$ cat src/design/fra_pkg.sv
// shared types and constants of the fisheye remap address block
`default_nettype none
package fra_pkg;

   localparam int COORD_W = 12;
   localparam int CFG_W   = 13;
   localparam int FOCAL_W = 24;
   localparam int DIFF_W  = 14;
   localparam int SQ_W    = 26;
   localparam int R2_W    = 27;
   localparam int RAD_W   = 52;
   localparam int ROOT_W  = 26;
   localparam int ADDR_W  = 5;
   localparam int DATA_W  = 32;

   // register indexes on the configuration port
   localparam logic [2:0] REG_IMAGE_WIDTH  = 3'd0;
   localparam logic [2:0] REG_IMAGE_HEIGHT = 3'd1;
   localparam logic [2:0] REG_CENTER_X     = 3'd2;
   localparam logic [2:0] REG_CENTER_Y     = 3'd3;
   localparam logic [2:0] REG_FOCAL_Q8     = 3'd4;

   typedef struct packed {
      logic [COORD_W-1:0] out_col;
      logic [COORD_W-1:0] out_row;
   } req_type;

   typedef struct packed {
      logic [COORD_W-1:0] src_col;
      logic [COORD_W-1:0] src_row;
      logic               inside_res;
   } rsp_type;

   // per-item data that rides along the root and divide pipelines
   typedef struct packed {
      logic signed [DIFF_W-1:0] dx;
      logic signed [DIFF_W-1:0] dy;
      logic                     at_center;
   } side_type;

endpackage
`default_nettype wire

$ cat src/design/fra_div.sv
// pipelined restoring divide giving the radial scale, one quotient bit per stage
`default_nettype none
module fra_div
   import fra_pkg::*;
#(
   parameter int FRAC_W = 16
)
(
   input  wire logic               clock,
   input  wire logic               reset,
   input  wire logic               en,
   input  wire logic               in_valid,
   input  wire logic [ROOT_W-1:0]  in_root,
   input  wire side_type           in_side,
   input  wire logic [FOCAL_W-1:0] focal,
   output logic                    out_valid,
   output logic [FRAC_W:0]         out_scale,
   output side_type                out_side
);

   localparam int NSTAGE = FRAC_W + 1;
   localparam int CW     = ROOT_W + FRAC_W;

   logic              valid_ff [NSTAGE];
   logic [ROOT_W-1:0] root_ff  [NSTAGE];
   logic [CW-1:0]     rem_ff   [NSTAGE];
   logic [FRAC_W:0]   quot_ff  [NSTAGE];
   side_type          side_ff  [NSTAGE];

   for (genvar i = 0; i < NSTAGE; i++) begin : g_stage
      logic              prev_valid;
      logic [ROOT_W-1:0] prev_root;
      logic [CW-1:0]     prev_rem;
      logic [FRAC_W:0]   prev_quot;
      side_type          prev_side;
      logic [CW-1:0]     divisor;
      logic              take;
      logic [CW-1:0]     rem_in;

      if (i == 0) begin : g_first
         // numerator is 2 * focal scaled by the fraction width
         assign prev_valid = in_valid;
         assign prev_root  = in_root;
         assign prev_rem   = CW'({focal, 1'b0}) << FRAC_W;
         assign prev_quot  = '0;
         assign prev_side  = in_side;
      end else begin : g_next
         assign prev_valid = valid_ff[i-1];
         assign prev_root  = root_ff[i-1];
         assign prev_rem   = rem_ff[i-1];
         assign prev_quot  = quot_ff[i-1];
         assign prev_side  = side_ff[i-1];
      end

      // compare against the shifted root and subtract on success
      always_comb begin
         divisor = CW'(prev_root) << (FRAC_W - i);
         take    = (prev_rem >= divisor);
         rem_in  = take ? (prev_rem - divisor) : prev_rem;
      end

      always_ff @(posedge clock) begin
         if (reset) begin
            valid_ff[i] <= 1'b0;
         end else if (en) begin
            valid_ff[i] <= prev_valid;
         end
      end

      always_ff @(posedge clock) begin
         if (en) begin
            root_ff[i] <= prev_root;
            rem_ff[i]  <= rem_in;
            quot_ff[i] <= {prev_quot[FRAC_W-1:0], take};
            side_ff[i] <= prev_side;
         end
      end
   end

   // unit scale at the center, otherwise the quotient never exceeds one
   assign out_valid = valid_ff[NSTAGE-1];
   assign out_side  = side_ff[NSTAGE-1];
   assign out_scale = side_ff[NSTAGE-1].at_center ? ((FRAC_W+1)'(1) << FRAC_W)
                                                   : quot_ff[NSTAGE-1];

endmodule
`default_nettype wire

$ cat config.mk
export PLATFORM = sky130hd
export DESIGN_NAME = fra_div
export DESIGN_NICKNAME = d
export VERILOG_FILES = /design/src/design/fra_pkg.sv /design/src/design/fra_div.sv
export SDC_FILE = /design/constraint.sdc
export NUM_CORES = 2
export LEC_CHECK = 0
export BUFFER_PORTS_ARGS = -buffer_cell sky130_fd_sc_hd__buf_4
export CAP_MARGIN = 20
export CORE_MARGIN = 5
export CORE_UTILIZATION = 30
export DETAILED_ROUTE_END_ITERATION = 8
export PLACE_DENSITY = 0.55
export SKIP_LAST_GASP = 1
export SLEW_MARGIN = 20
export SYNTH_ARGS = -nofsm -noshare
export SYNTH_HDL_FRONTEND = slang
export SYNTH_SLANG_ARGS = --single-unit
$ cat constraint.sdc
create_clock -name clock -period 4.9 [get_ports clock]
set_clock_uncertainty 0.05 [all_clocks]
set_input_delay 0.98 -clock clock [delete_from_list [all_inputs] [get_ports clock]]
set_output_delay 0.98 -clock clock [all_outputs]
set_load 0.01 [all_outputs]
==> impl_metrics.toml <==
[sta]
finalSetupTns_ps = 0
fin_crit_sh_pct = 83.4
hold_viol_final = 0
maxSlewViolCount = 0
hold_ws_ps = 253
rsz0062_at_grt = "no"
worstMarginPinSlew_ps = 1110
fin_crit_ps = 4080
final_critical_path_setup_slack_ps = 816
setup_viol = 0
maxSlewHeadroom_pct = 24.3
fmax_ghz = 0.245

[yosys]
synth_flop_cell = "edfxtp_1"
synthArstFlopShare_pct = 0
synth_cells = 6388
syn-num-nets = 6927
yosysMostFrequentCell = "edfxtp_1"
netlist_area_sq_um = 78700
yosysUniqueCellTypes = 83
synthTopCellsByCount = "1615 x edfxtp_1, 533 x inv_1, 519 x nand2_1, 453 x o21ai_0, 440 x ha_1"
synth_top_area_share_pct = 61.6
synth_warnings = 0
synth-seq-cells = 1615
synth_largest_area_cell = "edfxtp_1"
ys_top_cells_by_area = "edfxtp_1 62%, ha_1 7.0%, o21ai_0 2.9%, a21oi_1 2.7%, xnor2_1 2.7%"
synth_edf_count = 1615
yosysSeqAreaShare_pct = 61.6
avgSynthCellArea_sq_um = 12.3

[clock_network]
cts_tree = "yes"
hold_buffers = 0
numCtsBuffers = 183
clockBufferDepth = 3
cts_root_buf = "clkbuf_16"
clkTransAtPathRegs_ps = 60
cts_setup_buffers = 0
clk_latency_ps = 850
clkSinkCount = 1615
ctsResizeCount = 0
cts.htree.levels = 4

[final_layout]
layout.nets = 7150
seqCellArea_sq_um = 48500
layout-area-overhead-vs-synth_pct = 14.8
stdcell_count = 10300
fillers = 25300
multi_input_area_sq_um = 27700
drive_gt1_share_pct = 8.27

[power_and_ir_drop]
power_frac_seq_pct = 40.5
ir_worst_vdd_v = 0.000361
switchingPower_mw = 16.3
power_mw = 49.8
combPwrFrac_pct = 32.2
internal_power_mw = 33.5
power_density_nw_per_um2 = 551
clkPwrFrac_pct = 27.3
leakagePower_nw = 34.0
sw_frac_of_total_pct = 32.8

[floorplanning]
core_area_sq_um = 262000
die_w_um = 522
die_h_um = 522
initial_core_util_pct = 30.1
fp.dieArea_sq_um = 273000
row_count = 188
io_pins = 130

[critical_path]
cpMaxStageDelayCell = "o31ai_1"
worst-path-max-fanout = 28
crit_required_ps = 5410
cpPeakStageDelay_ps = 550
path_delay_family = "compound AO/OA/AOI/OAI gates"
cp-end-kind = "register"
critPathKind = "reg2reg"
crit_path_start_kind = "register"
path_cells = "inv_1 > ha_1 > nor2b_1 > o31ai_1 > a211oi_1 > or3_1 > a32o_1 > a31oi_4 > buf_4 > mux2_2"
cp.arrival_ps = 4590
crit_buf_inv = 2

[routing]
drt_iter0_markers = 2768
postRouteAntennaNets = 0
viasPerCell = 4.71
drc = 0
dr.pass1.iters = 6
vias = 48400
wl_per_cell_um = 15.2
routed_wl_um = 156000

[placed_design]
io_buffer_count = 129
place_inst = 9941
dpl.hpwl_um = 113000
pre_cts_ws_ps = 868
gp_congestion = 0.931

[run_status]
status = "complete, no violations"

[grt]
grt_first_pass_wirelength_um = 252000
antenna_found_initial = 1
grt_pass1_vias = 49700
overflow = 0
grt_max_degree = 145
track_usage_pct = 11.2

[worst_hold_path]
hold_path_class = "in2reg"

[flow_run]
cap_violations = 0
## worst paths after layout
| kind | start | endpoint | slack, ps | cells past startpoint |
|---|---|---|---|---|
| worst max-delay path | root_ff[0][209] | rem_ff[0][386] | 820 | 10 |
| worst min-delay path | in_root[21] | root_ff[0][21] | 250 | 1 |
| worst max register to register | root_ff[0][209] | rem_ff[0][386] | 820 | 10 |
| worst min register to register | quot_ff[1][97] | quot_ff[1][115] | 330 | 0 |
## area by class of cell
cell class	count	share of cell area [%]
tap	3515	4.87
clock buffer	208	5.17
multi-input combinational	4082	30.6
sequential	1615	53.7
timing repair buffer	192	1.84
antenna	1	0.00277
inverter	537	2.23
clock inverter	122	1.60
## placed cells by master, fill, tap and decap left out, types with 21 or more instances in the layout
master,netlist,routed
edfxtp_1,1615,1615
inv_1,533,533
nand2_1,519,519
o21ai_0,453,452
ha_1,440,440
a21oi_1,426,422
nor2_1,360,360
xnor2_1,239,239
xor2_1,219,219
clkbuf_16,0,183
buf_4,4,175
a21o_1,169,169
nand3_1,107,107
nor3_1,97,97
nor2b_1,79,79
nand4_1,78,78
nand2b_1,72,72
a211oi_1,63,62
a31oi_1,52,51
o21a_1,45,45
and3_1,44,44
o21bai_1,44,43
or3_1,42,42
nor4_1,43,42
and2_1,41,41
clkinv_1,0,40
mux2_2,39,39
o31ai_1,36,36
o211ai_1,34,34
clkinv_2,0,29
or4_1,25,25
clkbuf_1,119,25
or2_2,21,21
## power groups by stage
stage               Clock (mW)  Combinational, mW  Sequential, mW
floorplan                    0               12.2            19.9
global placement             0               15.4            20.4
detailed placement           0               15.8            20.4
CTS                       14.2               15.9            20.2
global route              14.7               17.8            20.4
finish                    13.6               16.0            20.2
## flip-flops by register name, summed over array words and instances (netlist names)
signal and count:
side_ff 493, root_ff 416, valid_ff 17, rem_ff 536
quot_ff 153
## kinds of logic after synthesis
family                   after synthesis  share of synthesized area, %
flip-flops                          1615                          61.6
AND/OR/NAND/NOR                     1592                          9.74
AO/OA/AOI/OAI                       1532                          12.2
buffers and inverters                691                          3.36
XOR/XNOR                             458                          5.10
adder cells (fa/ha/maj)              456                          7.40
multiplexers                          44                         0.622
## metrics by stage
stage               util, %  instance area, sq um
floorplan                 -                 78700
CTS                    34.5                 90400
finish                 34.5                 90400
global placement       32.2                 84200
global route           34.5                 90400
detailed placement     32.2                 84200
## routing by layer
layer / wire, um / GRT usage (%)
met2: 78000 / 20.4
met1: 63200 / 12.4
met5: 0 / 0
met3: 6380 / 2.16
met4: 8070 / 5.83
(Power assumes the default switching activity.)
