===== config.mk =====
export PLATFORM = sky130hd
export DESIGN_NAME = fra_sqrt
export DESIGN_NICKNAME = d
export VERILOG_FILES = /design/src/design/fra_pkg.sv /design/src/design/fra_sqrt.sv
export SDC_FILE = /design/constraint.sdc
export NUM_CORES = 2
export LEC_CHECK = 0
export BUFFER_PORTS_ARGS = -buffer_cell sky130_fd_sc_hd__buf_2
export CORE_ASPECT_RATIO = 2
export CORE_MARGIN = 4
export CORE_UTILIZATION = 67
export CTS_CLUSTER_DIAMETER = 40
export DETAILED_ROUTE_END_ITERATION = 8
export MAX_ROUTING_LAYER = met4
export PLACE_DENSITY_LB_ADDON = 0.15
export REMOVE_ABC_BUFFERS = 1
export SYNTH_ARGS = -nofsm -noshare
export SYNTH_HDL_FRONTEND = slang
export SYNTH_SLANG_ARGS = --single-unit

===== constraint.sdc =====
create_clock -name clock -period 9 [get_ports clock]
set_clock_uncertainty 0.15 [all_clocks]
set_input_delay 0 -clock clock [delete_from_list [all_inputs] [get_ports clock]]
set_output_delay 0 -clock clock [all_outputs]
set_load 0.02 [all_outputs]

===== src/design/fra_pkg.sv =====
// shared types and constants of the fisheye remap address block
`default_nettype none
package fra_pkg;

   localparam int COORD_W = 12;
   localparam int CFG_W   = 13;
   localparam int FOCAL_W = 24;
   localparam int DIFF_W  = 14;
   localparam int SQ_W    = 26;
   localparam int R2_W    = 27;
   localparam int RAD_W   = 52;
   localparam int ROOT_W  = 26;
   localparam int ADDR_W  = 5;
   localparam int DATA_W  = 32;

   // register indexes on the configuration port
   localparam logic [2:0] REG_IMAGE_WIDTH  = 3'd0;
   localparam logic [2:0] REG_IMAGE_HEIGHT = 3'd1;
   localparam logic [2:0] REG_CENTER_X     = 3'd2;
   localparam logic [2:0] REG_CENTER_Y     = 3'd3;
   localparam logic [2:0] REG_FOCAL_Q8     = 3'd4;

   typedef struct packed {
      logic [COORD_W-1:0] out_col;
      logic [COORD_W-1:0] out_row;
   } req_type;

   typedef struct packed {
      logic [COORD_W-1:0] src_col;
      logic [COORD_W-1:0] src_row;
      logic               inside_res;
   } rsp_type;

   // per-item data that rides along the root and divide pipelines
   typedef struct packed {
      logic signed [DIFF_W-1:0] dx;
      logic signed [DIFF_W-1:0] dy;
      logic                     at_center;
   } side_type;

endpackage
`default_nettype wire


===== src/design/fra_sqrt.sv =====
// pipelined integer square root, one result bit per stage
`default_nettype none
module fra_sqrt
   import fra_pkg::*;
(
   input  wire logic              clock,
   input  wire logic              reset,
   input  wire logic              en,
   input  wire logic              in_valid,
   input  wire logic [RAD_W-1:0]  in_rad,
   input  wire side_type          in_side,
   output logic                   out_valid,
   output logic [ROOT_W-1:0]      out_root,
   output side_type               out_side
);

   logic                valid_ff [ROOT_W];
   logic [RAD_W-1:0]    rad_ff   [ROOT_W];
   logic [ROOT_W+1:0]   rem_ff   [ROOT_W];
   logic [ROOT_W-1:0]   root_ff  [ROOT_W];
   side_type            side_ff  [ROOT_W];

   for (genvar i = 0; i < ROOT_W; i++) begin : g_stage
      logic              prev_valid;
      logic [RAD_W-1:0]  prev_rad;
      logic [ROOT_W+1:0] prev_rem;
      logic [ROOT_W-1:0] prev_root;
      side_type          prev_side;
      logic [ROOT_W+1:0] cur;
      logic [ROOT_W+1:0] trial;
      logic              take;
      logic [ROOT_W+1:0] rem_in;
      logic [ROOT_W-1:0] root_in;

      if (i == 0) begin : g_first
         assign prev_valid = in_valid;
         assign prev_rad   = in_rad;
         assign prev_rem   = '0;
         assign prev_root  = '0;
         assign prev_side  = in_side;
      end else begin : g_next
         assign prev_valid = valid_ff[i-1];
         assign prev_rad   = rad_ff[i-1];
         assign prev_rem   = rem_ff[i-1];
         assign prev_root  = root_ff[i-1];
         assign prev_side  = side_ff[i-1];
      end

      // bring down two radicand bits and try the next root bit
      always_comb begin
         cur     = {prev_rem[ROOT_W-1:0], prev_rad[RAD_W-1 -: 2]};
         trial   = {prev_root, 2'b01};
         take    = (cur >= trial);
         rem_in  = take ? (cur - trial) : cur;
         root_in = {prev_root[ROOT_W-2:0], take};
      end

      always_ff @(posedge clock) begin
         if (reset) begin
            valid_ff[i] <= 1'b0;
         end else if (en) begin
            valid_ff[i] <= prev_valid;
         end
      end

      always_ff @(posedge clock) begin
         if (en) begin
            rad_ff[i]  <= {prev_rad[RAD_W-3:0], 2'b00};
            rem_ff[i]  <= rem_in;
            root_ff[i] <= root_in;
            side_ff[i] <= prev_side;
         end
      end
   end

   assign out_valid = valid_ff[ROOT_W-1];
   assign out_root  = root_ff[ROOT_W-1];
   assign out_side  = side_ff[ROOT_W-1];

endmodule
`default_nettype wire


==> impl_results.md <==
* Status: finished with violations
* Failing checks: max-capacitance violations
* Post-synth top area share at 0.732
* Peak supply drop at 0.311 mV
* Rows at 198
* Via count at 55800
* Iter 0 DRT Violations at 3957
* Gpl congestion at 1.14
* Data arrival, critical path at 5.20 ns
* Initial Util at 0.675
* Final ANT Viol Nets at 0
* Fillers at 8371
* Clock-pin slew on the worst setup and hold paths at 0.08 ns
* Largest net degree at the start of global routing at 226
* Seq/Total Area, Yosys at 0.732
* Post-CTS sizing at 0
* R2R cell count at 11
* Share of cells above drive strength 1 at 0.0857
* Power per Cell Area at 258 nW/µm²
* Post-synth EDFFs at 2396
* Synth Cell Area at 98300 µm²
* WP depth at 11
* Max Clk Rate at 207 MHz
* Horiz. Die Dim at 279 µm
* Dominant cell type by area after synthesis: edfxtp_1
* Final Cycle Share at 0.537
* Reg2Reg Launch Point: rem_ff[0][392]
* Vias in the first global route at 60000
* Die area at 153000 µm²
* IO Pins at 141
* Final worst setup slack at 4.16 ns
* Kind of start point of the critical path: register
* Final count of negative-setup-slack endpoints at 0
* Yosys warns at 0
* Ys flop type: edfxtp_1
* Cell family with most CP delay: compound AO/OA/AOI/OAI gates
* HPWL after DPL at 166000 µm
* Slew HR at 0.0100
* Hold Crit Class: in2reg
* Leakage at 41.2 nW
* Tmin final at 4.84 ns
* Worst skew pair latency at 0.83 ns
* Vias per cell at 6.16
* Drt total wl at 251000 µm
* TritonCTS Buffers at 203
* Setup CP Type: reg2reg
* Setup WS pre-CTS at 4.28 ns
* Distinct cell type count after synthesis at 90
* Total of max-cap violations at 1
* Area post-placement at 102000 µm²
* FF+latch count, synth at 2396
* Fin area at 110000 µm²
* Launch point of the worst hold path: en
* First-pass GRT wire length at 364000 µm
* Initial antenna violation count at 27
* Hold Path Cell Cnt at 2
* Avg Synthesized Cell Area at 15.1 µm²
* Most frequent CP cell: o21ai_0
* Gr usage total at 0.338
* H-tree Lvls at 4
* Worst EP required at 9.36 ns
* Clock Sinks at 2396
* Layout area overhead at 11.9%
* Nets at 7422
* Crit path launch: rem_ff[0][392]
* Drt pass-1 iters at 6
* Fin. max-slew vios at 0
* Root buffer cell: clkbuf_16
* Ys async rst share at 0
* Setup_tns at 0 ns
* Least-Margin Pin Slew at 1.46 ns
* Worst setup EP type: register
* CP max stage delay at 1.11 ns
* Area contributors post-synth: edfxtp_1 (73%), ha_1 (4.8%), xnor2_1 (2.5%)
* CTS tree: built
* Buf/Inv on CP at 1
* Port Buffer Count at 140
* Die height at 550 µm
* Unrepaired setup endpoints after global routing: no
* Gr ovfl total at 0
* Mapped Cells at 6490
* Wirelength per Cell at 27.7 µm
* Final hold violation count at 0
* Critical Path, Cell by Cell: ha_1 > nor2b_1 > o21ai_0 > a21boi_0 > o21ai_0 > a21oi_1 > or3_1 > a211oi_4 > buf_4 > nor4_1 > xor2_1
* Drc violations at 0
* CP Max Fanout at 41
* CP max-delay cell: o21ai_0
* Core region area at 146000 µm²
* Clk buf depth at 4
-- cell usage in the layout (no fill, tap or decap), types with 29 or more instances in the layout --
cell type	n
nor4_1	71
o31ai_1	47
ha_1	379
or2_2	30
clkbuf_16	205
clkinv_2	37
a21o_1	132
clkinv_1	29
diode_2	45
buf_4	39
nor2b_1	66
nor3_1	125
buf_2	139
nor2_1	343
o21ai_0	264
mux2_2	49
a211oi_1	30
dlygate4sd3_1	168
xor2_1	216
a21oi_1	352
inv_1	473
edfxtp_1	2396
or3_1	53
nand4_1	49
and2_1	53
o21a_1	85
nand2b_1	58
nand3_1	101
xnor2_1	286
nand2_1	384
-- final cells by class --
cell class / instances / area (µm²) / share of cell area
Antenna cell: 45 / 113 / 0.00102
Clock buffer: 230 / 5220 / 0.0475
Clock inverter: 132 / 1410 / 0.0128
Inverter: 474 / 1780 / 0.0162
Multi-Input combinational cell: 3527 / 24300 / 0.221
Sequential cell: 2396 / 71900 / 0.654
Tap cell: 1900 / 2380 / 0.0216
Timing Repair Buffer: 356 / 2870 / 0.0261
-- layer usage --
metal	up-vias	share of wire	global-route usage
met2	2115	0.57	0.651
met1	27300	0.25	0.239
met4	0	0.14	0.342
met5	-	0	-
li1	25200	-	-
met3	1261	0.042	0.0543
-- sequential cells by signal, indices dropped and copies added, names as in the netlist --
name / flops
rad_ff: 650
root_ff: 351
valid_ff: 26
rem_ff: 615
side_ff: 754
-- through the flow --
stage,utilization,hold WS [ns],cells,power (mW)
final,0.755,0.199,9060,28.3
after global routing,0.755,0.194,9058,29.4
after CTS,0.754,0.207,9015,28.2
after detailed placement,0.697,0.0281,8485,19.3
after global placement,0.697,0.0266,8485,19.1
after floorplan,-,-0.0511,6397,17.4
-- worst reg2reg max path: stages (launching register included) --
cell,delay [ns]
edfxtp_1,0.42
ha_1,0.38
nor2b_1,0.16
o21ai_0,0.29
a21boi_0,0.17
o21ai_0,1.11
a21oi_1,0.23
or3_1,0.57
a211oi_4,0.29
buf_4,0.44
nor4_1,0.14
xor2_1,0.18
-- power by group --
part | internal [mW] | switching [mW]
Sequential | 13.8 | 0.795
Combinational | 1.86 | 2.94
Clock | 4.90 | 4.08
Total | 20.5 | 7.82
-- cells by family after synthesis --
logic type,share of synthesized area
AOI/OAI and AO/OA,0.0712
xor gates and xnor gates,0.0447
adders and majority gates,0.0483
buffers and inverters,0.0219
DFF,0.732
muxes,0.00839
other,0.0000382
and+or+nand+nor,0.0733
-- synthesized netlist by cell type, types with 31 or more instances --
cell and instances:
a211oi_1 31, a21o_1 132, a21oi_1 352, and2_1 53, clkbuf_1 72, edfxtp_1 2396
ha_1 379, inv_1 473, mux2_2 49, nand2_1 384, nand2b_1 58, nand3_1 101
nand4_1 49, nor2_1 345, nor2b_1 67, nor3_1 125, nor4_1 71, o21a_1 85
o21ai_0 264, o31ai_1 47, or3_1 53, xnor2_1 286, xor2_1 216
-- repair_timing --
| action | CTS | global route |
|---|---|---|
| setup buffers | 0 | 0 |
| hold buffers | 168 | 0 |
| hold endpoints to repair | 290 | 0 |
-- path summary, 6_finish.rpt --
kind	end	slack (ns)
worst min-delay path	side_ff[0][105]	0.20
worst min register to register	side_ff[0][361]	0.26
worst max-delay path	rem_ff[0][441]	4.16
worst max register to register	rem_ff[0][441]	4.16
Note: power is estimated with default switching activity, not from simulation.
