File: src/design/fra_pkg.sv
// shared types and constants of the fisheye remap address block
`default_nettype none
package fra_pkg;

   localparam int COORD_W = 12;
   localparam int CFG_W   = 13;
   localparam int FOCAL_W = 24;
   localparam int DIFF_W  = 14;
   localparam int SQ_W    = 26;
   localparam int R2_W    = 27;
   localparam int RAD_W   = 52;
   localparam int ROOT_W  = 26;
   localparam int ADDR_W  = 5;
   localparam int DATA_W  = 32;

   // register indexes on the configuration port
   localparam logic [2:0] REG_IMAGE_WIDTH  = 3'd0;
   localparam logic [2:0] REG_IMAGE_HEIGHT = 3'd1;
   localparam logic [2:0] REG_CENTER_X     = 3'd2;
   localparam logic [2:0] REG_CENTER_Y     = 3'd3;
   localparam logic [2:0] REG_FOCAL_Q8     = 3'd4;

   typedef struct packed {
      logic [COORD_W-1:0] out_col;
      logic [COORD_W-1:0] out_row;
   } req_type;

   typedef struct packed {
      logic [COORD_W-1:0] src_col;
      logic [COORD_W-1:0] src_row;
      logic               inside_res;
   } rsp_type;

   // per-item data that rides along the root and divide pipelines
   typedef struct packed {
      logic signed [DIFF_W-1:0] dx;
      logic signed [DIFF_W-1:0] dy;
      logic                     at_center;
   } side_type;

endpackage
`default_nettype wire

File: src/design/fra_map.sv
// one axis: scaled offset multiply, then position and bounds test
`default_nettype none
module fra_map
   import fra_pkg::*;
#(
   parameter int FRAC_W  = 16,
   parameter int MAX_DIM = 4096
)
(
   input  wire logic                     clock,
   input  wire logic                     en,
   input  wire logic signed [CFG_W-1:0]  center,
   input  wire logic        [CFG_W-1:0]  size,
   input  wire logic signed [DIFF_W-1:0] diff,
   input  wire logic        [FRAC_W:0]   scale,
   output logic                          in_bounds,
   output logic             [COORD_W-1:0] coord
);

   localparam int MW = DIFF_W + FRAC_W + 2;
   localparam int PW = MW + 1;
   localparam int DW = $clog2(MAX_DIM + 1);
   localparam int BW = (DW > CFG_W) ? DW : CFG_W;

   logic signed [MW-1:0] prod_ff;
   logic signed [MW-1:0] prod_in;
   logic signed [PW-1:0] pos;
   logic        [BW-1:0] limit;
   logic signed [PW-1:0] bound;

   // offset times scale
   assign prod_in = diff * $signed({1'b0, scale});

   always_ff @(posedge clock) begin
      if (en) begin
         prod_ff <= prod_in;
      end
   end

   // add the center and test against the image size
   always_comb begin
      pos       = PW'($signed({center, {FRAC_W{1'b0}}})) + PW'(prod_ff);
      limit     = (BW'(size) < BW'(MAX_DIM)) ? BW'(size) : BW'(MAX_DIM);
      bound     = $signed(PW'({limit, {FRAC_W{1'b0}}}));
      in_bounds = !pos[PW-1] && (pos < bound);
      coord     = in_bounds ? pos[FRAC_W +: COORD_W] : '0;
   end

endmodule
`default_nettype wire

File: config.mk
export PLATFORM = sky130hd
export DESIGN_NAME = fra_map
export DESIGN_NICKNAME = d
export VERILOG_FILES = /design/src/design/fra_pkg.sv /design/src/design/fra_map.sv
export SDC_FILE = /design/constraint.sdc
export NUM_CORES = 1
export LEC_CHECK = 0
export BUFFER_PORTS_ARGS = -buffer_cell sky130_fd_sc_hd__buf_2
export CAP_MARGIN = 10
export CELL_PAD_IN_SITES_DETAIL_PLACEMENT = 0
export CELL_PAD_IN_SITES_GLOBAL_PLACEMENT = 1
export CORE_MARGIN = 10
export CORE_UTILIZATION = 36
export DETAILED_ROUTE_END_ITERATION = 10
export PLACE_DENSITY = 0.7
export SYNTH_ARGS = -nofsm -noshare
export SYNTH_HDL_FRONTEND = slang
export SYNTH_SLANG_ARGS = --single-unit
File: constraint.sdc
create_clock -name clock -period 6.9 [get_ports clock]
set_clock_uncertainty 0.15 [all_clocks]
set_input_delay 0.69 -clock clock [delete_from_list [all_inputs] [get_ports clock]]
set_output_delay 0.69 -clock clock [all_outputs]
set_load 0.02 [all_outputs]
==> summary.txt, run 1 <==
Period utilization: 91.07%
Worst setup path start: diff[2]
Die Area: 32900 um2
First-pass GRT wire length: 36.94 mm
Final instance area: 10140 um2
Slew headroom: 41.58%
Met3 track demand over resource: 1.392%
Layout Cells excl Fill: 1393
P_leak: 5.177 nW
Fill count: 2659
NetSw: 2.471 mW
Vias in the first global route: 7617
CP peak stage delay: 0.53 ns
Fmax: 0.1591 GHz
CTS max path bufs: 2
Max IR drop VDD: 0.3409 mV
Vias: 6843
Sink Count: 16
Initial antenna violation count: 0
Antenna Violating Nets Remaining: 0
Asr flop ratio synth: 0%
Final Wtd Congestion: 0.8191
CTS tree: yes
Clk pin slew, worst setup/hold paths: 0.05 ns
CTS Hold Bufs: 0
Die Wd: 181.4 um
Slew @ Worst Pin: 0.8763 ns
Hold Vio Cnt, Final: 0
Prevailing post-synth register cell: edfxtp_1
Mapped cell area: 9375 um2
# setup viols final: 0
Register area share after synthesis: 5.125%
Critical Path AT: 6.13 ns
H-tree lvl count: 1
Pwr/cell area: 475.1 nW/um2
Met1 Resource Use GR: 16.19%
Unrepaired setup endpoints after global routing: false
Most used cell, CP: fa_1
Setup TNS: 0 ns
Dpl cell area: 10060 um2
Row cnt: 59
Die H: 181.4 um
Slew Limit Fails: 0
Crit start category: primary input
Kind of critical path: primary input to flop
Multi-input gate area: 8053 um2
Unique masters post-synth: 54
Inserted Clock Buffers: 3
Max-cap check violation count: 0
Final WS setup: 0.6159 ns
Final design utilization: 39.25%
Syn nets: 1388
Total track usage: 13.36%
Core area: 25840 um2
Setup Buffers After CTS: 0
Seq pwr share: 6.7%
Switch share: 51.29%
Status: complete, no violations
Cell taking the most area after synthesis: fa_1
IO Pins: 72
Worst setup EP type: flop
Dpl cells: 1389
Largest register FFs: 16
Critical path cell sequence: buf_2, and2_1, fa_1, inv_1, fa_1, inv_1, fa_1, inv_1, fa_1, inv_1, fa_1, fa_1, ha_1, a211oi_2, o211ai_1, a211oi_2, o21ai_2, o41ai_4, o2111ai_2, a21oi_2, xnor2_1
Critical Path RT: 6.74 ns
Combinational power share: 90.9%
Top reg by flops: prod_ff
P&R area growth vs syn: 8.168%
CP max FO: 17
Total chip power: 4.818 mW
Pre-CTS setup slack: 0.3512 ns
Yosys top cell area share: 38.01%
Post-synthesis area per instance: 9.264 um2
ANT cells: 0
GRT Residual Overflow: 0
GR Layer Usage met2: 25.11%
Slowest stage cell on the critical path: fa_1
Drt wl/cell: 15.41 um
Worst min path class: primary input to flop
Root Buffer: clkbuf_16
Post-DP HPWL: 18.50 mm
Cell-internal power: 2.347 mW
Initial DRC count: 196
Hold_sp: en
Post-Syn Instances: 1012
Largest net degree at the start of global routing: 20
Initial Util: 36.29%
Top Registers: prod_ff x16
Post-synth EDFFs: 16
Share of total power in the clock network: 2.3%
Reg area: 480.5 um2
GR peak layer: met2
Yosys Warn Count: 0
DRC Markers: 0
First-pass iteration count of the detailed router: 5
Final wirelength: 21.47 mm
Post-CTS Resized: 0
Top cells by area, synth: fa_1 (38%), ha_1 (19%), and2_1 (8.1%)
Fin crit period: 6.284 ns
PortBufs: 71
Vias per Instance: 4.912
WHS: 0.7260 ns
Layout cells sized above 1: 10.49%
Synth Register Bits: 16
Final #Nets: 1435
==> final cells by class <==
type                            instances  area share [%]
Multi-Input combinational cell        775           79.41
Inverter                              183           6.774
Sequential cell                        16           4.738
Timing Repair Buffer                   80           4.170
Tap cell                              335           4.133
Clock buffer                            3          0.7403
Clock inverter                          1         0.03701
==> cell usage after synthesis, types with 2 or more instances <==
cell,n
o21a_1,3
and2_1,122
nor2_1,19
nor3b_2,9
ha_1,139
o21ai_1,4
nor2b_1,14
inv_1,183
a21o_1,13
nand3_1,10
xnor2_1,19
nand3b_1,2
edfxtp_1,16
a31o_2,3
fa_1,178
nand2b_1,9
a211oi_1,3
nand4_1,6
mux2i_1,2
a21oi_2,3
o21bai_1,3
a211o_1,2
o21ai_2,2
clkbuf_1,33
xor2_1,9
a211oi_2,3
o211ai_1,3
o21ai_0,13
and3_1,5
nand2_1,124
buf_1,2
a21oi_1,22
nor3b_1,5
a31oi_1,4
nor3_1,6
==> cells in the final DEF, fill, tap and decap left out, types with 2 or more instances in the layout <==
master / Yosys / layout
inv_1: 183 / 183
fa_1: 178 / 178
ha_1: 139 / 139
nand2_1: 124 / 124
and2_1: 122 / 122
buf_2: 1 / 71
a21oi_1: 22 / 22
xnor2_1: 19 / 19
nor2_1: 19 / 19
edfxtp_1: 16 / 16
nor2b_1: 14 / 14
a21o_1: 13 / 13
o21ai_0: 13 / 13
nand3_1: 10 / 10
nand2b_1: 9 / 9
xor2_1: 9 / 9
nor3b_2: 9 / 9
buf_4: 1 / 9
nor3_1: 6 / 6
nand4_1: 6 / 6
and3_1: 5 / 5
nor3b_1: 5 / 5
o21ai_1: 4 / 4
a31oi_1: 4 / 4
a21oi_2: 3 / 3
a31o_2: 3 / 3
a211oi_2: 3 / 3
o21bai_1: 3 / 3
o211ai_1: 3 / 3
a211oi_1: 3 / 3
o21a_1: 3 / 3
clkbuf_16: 0 / 3
a211o_1: 2 / 2
o21ai_2: 2 / 2
nand3b_1: 2 / 2
mux2i_1: 2 / 2
==> power by group through the flow <==
| stage | Combinational (mW) | Sequential (mW) | Clock [mW] |
|---|---|---|---|
| after floorplan | 3.47 | 0.319 | 0 |
| after global placement | 4.44 | 0.329 | 0 |
| after detailed placement | 4.44 | 0.329 | 0 |
| after CTS | 4.48 | 0.327 | 0.114 |
| after global routing | 5.05 | 0.330 | 0.121 |
| final | 4.38 | 0.325 | 0.111 |
==> path summary, 6_finish.rpt <==
check / to / slack [ns] / cells past startpoint
max: prod_ff[31] / 0.62 / 21
min: prod_ff[29] / 0.73 / 1
==> kinds of logic (layout without fill, tap and decap cells) <==
kind of cell / after synthesis / in the layout / synth area share [%]
and+or+nand+nor: 336 / 336 / 19.35
adders and majority gates: 317 / 317 / 56.56
buffers and inverters: 221 / 267 / 8.982
AOI/OAI and AO/OA: 92 / 92 / 7.154
xor gates and xnor gates: 28 / 28 / 2.616
DFF: 16 / 16 / 5.125
muxes: 2 / 2 / 0.2135
==> layer usage <==
| metal | routed length (um) | share of wire [%] |
|---|---|---|
| met5 | 0 | 0 |
| met3 | 660 | 3.1 |
| met1 | 8997 | 42 |
| met2 | 11500 | 54 |
| met4 | 309 | 1.4 |
==> worst max-delay path, delay by kind of cell <==
kind,cells,cell delay [ns]
simple gates,1,0.22
buf+inv,5,0.40
compound gates,7,1.53
xor+xnor,1,0.07
fa+ha+maj,7,3.22
(Power assumes the default switching activity.)
==> run 2, diff against run 1 <==
- BUFFER_PORTS_ARGS: -buffer_cell sky130_fd_sc_hd__buf_2 -> -buffer_cell sky130_fd_sc_hd__buf_4
==> summary.txt, run 2 (same netlist as run 1, synthesis figures left out) <==
First-pass GRT wire length: 36.60 mm (was 36.94 mm)
Crit start category: primary input (unchanged)
Most frequent cells in the layout: inv_1 (183), fa_1 (178), ha_1 (139) (unchanged)
Vias: 6808 (was 6843)
Post-CTS Resized: 0 (unchanged)
Critical path cell sequence: buf_4, and2_1, fa_1, inv_1, fa_1, inv_1, fa_1, inv_1, fa_1, inv_1, fa_1, fa_1, ha_1, a211oi_2, o211ai_1, a211oi_2, o21ai_2, o41ai_4, o2111ai_2, a21oi_2, xnor2_1 (was buf_2, and2_1, fa_1, inv_1, fa_1, inv_1, fa_1, inv_1, fa_1, inv_1, fa_1, fa_1, ha_1, a211oi_2, o211ai_1, a211oi_2, o21ai_2, o41ai_4, o2111ai_2, a21oi_2, xnor2_1)
Slew headroom: 42.00% (was 41.58%)
Initial DRC count: 238 (was 196)
Die H: 181.4 um (unchanged)
Largest register FFs: 16 (unchanged)
Initial antenna violation count: 0 (unchanged)
GRT Residual Overflow: 0 (unchanged)
ANT cells: 0 (unchanged)
Vias in the first global route: 7634 (was 7617)
Setup Buffers After CTS: 0 (unchanged)
WHS: 0.6717 ns (was 0.7260 ns)
Max IR drop VDD: 0.3565 mV (was 0.3409 mV)
Status: complete, no violations (unchanged)
Row cnt: 59 (unchanged)
Top Registers: prod_ff x16 (unchanged)
Final wirelength: 21.37 mm (was 21.47 mm)
Fin crit period: 6.253 ns (was 6.284 ns)
Vias per Instance: 4.923 (was 4.912)
Period utilization: 90.63% (was 91.07%)
CTS tree: yes (unchanged)
Antenna Violating Nets Remaining: 0 (unchanged)
CTS Hold Bufs: 0 (unchanged)
Hold Vio Cnt, Final: 0 (unchanged)
H-tree lvl count: 1 (unchanged)
Slew Limit Fails: 0 (unchanged)
CTS max path bufs: 2 (unchanged)
Hold path depth: 1 (unchanged)
P&R area growth vs syn: 9.302% (was 8.168%)
Max-cap check violation count: 0 (unchanged)
CP delay by family, top: adder cells (unchanged)
Initial Util: 36.29% (unchanged)
Final WS setup: 0.6468 ns (was 0.6159 ns)
Worst min path class: primary input to flop (unchanged)
Layout cells sized above 1: 9.733% (was 10.49%)
Total chip power: 4.813 mW (was 4.818 mW)
DRC Markers: 0 (unchanged)
IO Pins: 72 (unchanged)
P_leak: 5.181 nW (was 5.177 nW)
Unrepaired setup endpoints after global routing: false (unchanged)
Critical Path RT: 6.74 ns (about the same)
Slowest stage cell on the critical path: fa_1 (unchanged)
PortBufs: 71 (unchanged)
Post-DP HPWL: 18.13 mm (was 18.50 mm)
Top reg by flops: prod_ff (unchanged)
Kind of critical path: primary input to flop (unchanged)
Largest net degree at the start of global routing: 20 (unchanged)
Pre-CTS setup slack: 0.3496 ns (was 0.3512 ns)
Total track usage: 13.18% (was 13.36%)
Critical Path AT: 6.09 ns (was 6.13 ns)
Worst setup EP type: flop (unchanged)
Setup TNS: 0 ns (unchanged)
Commonest non-fill, non-tap cell in the layout: inv_1 (unchanged)
Final instance area: 10250 um2 (was 10140 um2)
Buf/Inv on CP: 5 (unchanged)
Worst path depth: 21 (unchanged)
Fmax: 0.1599 GHz (was 0.1591 GHz)
Root Buffer: clkbuf_16 (unchanged)
Most used cell, CP: fa_1 (unchanged)
Final Wtd Congestion: 0.8385 (was 0.8191)
Sink Count: 16 (unchanged)
Inserted Clock Buffers: 3 (unchanged)
Fill count: 2659 (unchanged)
Core area: 25840 um2 (unchanged)
# setup viols final: 0 (unchanged)
Pwr/cell area: 469.7 nW/um2 (was 475.1 nW/um2)
First-pass iteration count of the detailed router: 4 (was 5)
Final #Nets: 1426 (was 1435)
Drt wl/cell: 15.45 um (was 15.41 um)
CP peak stage delay: 0.53 ns (about the same)
Die Area: 32900 um2 (unchanged)
Slew @ Worst Pin: 0.8699 ns (was 0.8763 ns)
Dpl cell area: 10170 um2 (was 10060 um2)
CP max FO: 17 (unchanged)
Die Wd: 181.4 um (unchanged)
Clk pin slew, worst setup/hold paths: 0.04 ns (was 0.05 ns)
run 2: per-layer routing:
layer	wire [um]	GRT usage, %
met1	8801	15.51
met2	11600	25.21
met3	692	1.491
met4	273	2.278
met5	0	0
run 2: path summary, 6_finish.rpt:
check	end	start
hold / removal	prod_ff[28]	en
setup / recovery	prod_ff[31]	diff[2]
run 2: where the power goes:
part           switching [mW]  total (mW)  internal [mW]
logic                    2.41        4.38           1.97
registers              0.0165       0.323          0.306
clock network          0.0312       0.107         0.0756
total                    2.46        4.81           2.35
run 2: area by class of cell:
cell class | instances | area [um2] | share of cell area [%]
Clock buffer | 3 | 75.07 | 0.7326
Timing Repair Buffer | 71 | 533.0 | 5.201
Tap cell | 335 | 419.2 | 4.090
Inverter | 183 | 686.9 | 6.703
Multi-Input combinational cell | 775 | 8053 | 78.58
Sequential cell | 16 | 480.5 | 4.689
run 2: stage by stage:
step,utilization [%],cells
6_report,39.66,1383
5_1_grt,39.66,1383
4_1_cts,39.66,1383
3_5_place_dp,39.37,1380
3_3_place_gp,39.37,1380
2_1_floorplan,-,1012
==> run 3, diff against run 2 <==
- CELL_PAD_IN_SITES_DETAIL_PLACEMENT: 0 -> default
- CELL_PAD_IN_SITES_GLOBAL_PLACEMENT: 1 -> default
- PLACE_DENSITY: 0.7 -> 0.58
- SKIP_CTS_REPAIR_TIMING: default -> 1
==> summary.txt, run 3 (same netlist as run 1, synthesis figures left out) <==
NetSw: 2.435 mW (was 2.460 mW)
Fmax: 0.1596 GHz (was 0.1599 GHz)
Vias per Instance: 4.899 (was 4.923)
CP max FO: 17 (unchanged)
Drt wl/cell: 15.30 um (was 15.45 um)
CP peak stage delay: 0.53 ns (about the same)
Initial Util: 36.29% (unchanged)
PortBufs: 71 (unchanged)
IO Pins: 72 (unchanged)
Slew headroom: 43.17% (was 42.00%)
Switch share: 51.00% (was 51.11%)
Sink Count: 16 (unchanged)
Slew @ Worst Pin: 0.8524 ns (was 0.8699 ns)
Initial DRC count: 212 (was 238)
Largest net degree at the start of global routing: 20 (unchanged)
Share of total power in the clock network: 2.3% (was 2.2%)
Pre-CTS setup slack: 0.3414 ns (was 0.3496 ns)
Buf/Inv on CP: 5 (unchanged)
Die H: 181.4 um (unchanged)
P_leak: 5.181 nW (unchanged)
Period utilization: 90.79% (was 90.63%)
Worst setup EP type: flop (unchanged)
Status: complete, no violations (unchanged)
Fin crit period: 6.264 ns (was 6.253 ns)
Seq pwr share: 6.8% (was 6.7%)
Die Area: 32900 um2 (unchanged)
CTS tree: yes (unchanged)
Hold Vio Cnt, Final: 0 (unchanged)
P&R area growth vs syn: 9.302% (unchanged)
Most frequent cells in the layout: inv_1 (183), fa_1 (178), ha_1 (139) (unchanged)
Layout Cells excl Fill: 1383 (unchanged)
H-tree lvl count: 1 (unchanged)
Max-cap check violation count: 0 (unchanged)
Most used cell, CP: fa_1 (unchanged)
Top reg by flops: prod_ff (unchanged)
Critical Path RT: 6.74 ns (about the same)
Clk pin slew, worst setup/hold paths: 0.05 ns (was 0.04 ns)
Vias: 6775 (was 6808)
Slowest stage cell on the critical path: fa_1 (unchanged)
Layout cells sized above 1: 9.733% (unchanged)
Antenna Violating Nets Remaining: 0 (unchanged)
DRC Markers: 0 (unchanged)
Critical path cell sequence: buf_4, and2_1, fa_1, inv_1, fa_1, inv_1, fa_1, inv_1, fa_1, inv_1, fa_1, fa_1, ha_1, a211oi_2, o211ai_1, a211oi_2, o21ai_2, o41ai_4, o2111ai_2, a21oi_2, xnor2_1 (unchanged)
Core area: 25840 um2 (unchanged)
Commonest non-fill, non-tap cell in the layout: inv_1 (unchanged)
GRT Residual Overflow: 0 (unchanged)
Inserted Clock Buffers: 3 (unchanged)
First-pass iteration count of the detailed router: 4 (unchanged)
First-pass GRT wire length: 36.55 mm (was 36.60 mm)
CP delay by family, top: adder cells (unchanged)
Largest register FFs: 16 (unchanged)
Final wirelength: 21.16 mm (was 21.37 mm)
Die Wd: 181.4 um (unchanged)
Root Buffer: clkbuf_16 (unchanged)
Kind of critical path: primary input to flop (unchanged)
Combinational power share: 90.9% (was 91.1%)
Total chip power: 4.774 mW (was 4.813 mW)
Max IR drop VDD: 0.3531 mV (was 0.3565 mV)
Vias in the first global route: 7538 (was 7634)
CTS max path bufs: 2 (unchanged)
Unrepaired setup endpoints after global routing: false (unchanged)
Top Registers: prod_ff x16 (unchanged)
Final Wtd Congestion: 0.8351 (was 0.8385)
# setup viols final: 0 (unchanged)
ANT cells: 0 (unchanged)
Row cnt: 59 (unchanged)
Final #Nets: 1426 (unchanged)
Pwr/cell area: 465.9 nW/um2 (was 469.7 nW/um2)
Cell-internal power: 2.339 mW (was 2.353 mW)
Dpl cells: 1380 (unchanged)
Post-DP HPWL: 18.13 mm (about the same)
Crit start category: primary input (unchanged)
Initial antenna violation count: 0 (unchanged)
Worst min path class: primary input to flop (unchanged)
Final WS setup: 0.6356 ns (was 0.6468 ns)
Slew Limit Fails: 0 (unchanged)
Total track usage: 13.14% (was 13.18%)
Critical Path AT: 6.10 ns (was 6.09 ns)
Setup TNS: 0 ns (unchanged)
## run 3: final cells by class
cell class	count	area, um2
clock buffers	3	75.07
fillers	2637	15590
inverters	183	686.9
multi-input cells	775	8053
flip-flops and latches	16	480.5
well taps	335	419.2
repair buffers	71	533.0
## run 3: power by group through the flow
stage	Sequential [mW]	Combinational [mW]	Clock [mW]
floorplan	0.319	3.47	0
global placement	0.328	4.38	0
detailed placement	0.328	4.41	0
CTS	0.327	4.45	0.111
global route	0.331	5.06	0.116
finish	0.325	4.34	0.108
## run 3: path summary, 6_finish.rpt
kind    start          end  slack (ns)  cells past startpoint
min        en  prod_ff[30]        0.67                      1
max   diff[2]  prod_ff[31]        0.64                     21
## run 3: layer usage
metal / global-route usage, % / part of all wire [%]
met1: 16.02 / 43
met2: 25.02 / 55
met3: 1.054 / 1.9
met4: 1.725 / 0.95
met5: 0 / 0
## run 3: per-stage QoR
step / utilization [%] / cell area, um2 / hold slack (ns)
after floorplan: - / 9375 / 0.6525
after global placement: 39.37 / 10170 / 0.9218
after detailed placement: 39.37 / 10170 / 0.9243
after CTS: 39.66 / 10250 / 0.6723
after global routing: 39.66 / 10250 / 0.6754
final: 39.66 / 10250 / 0.6711
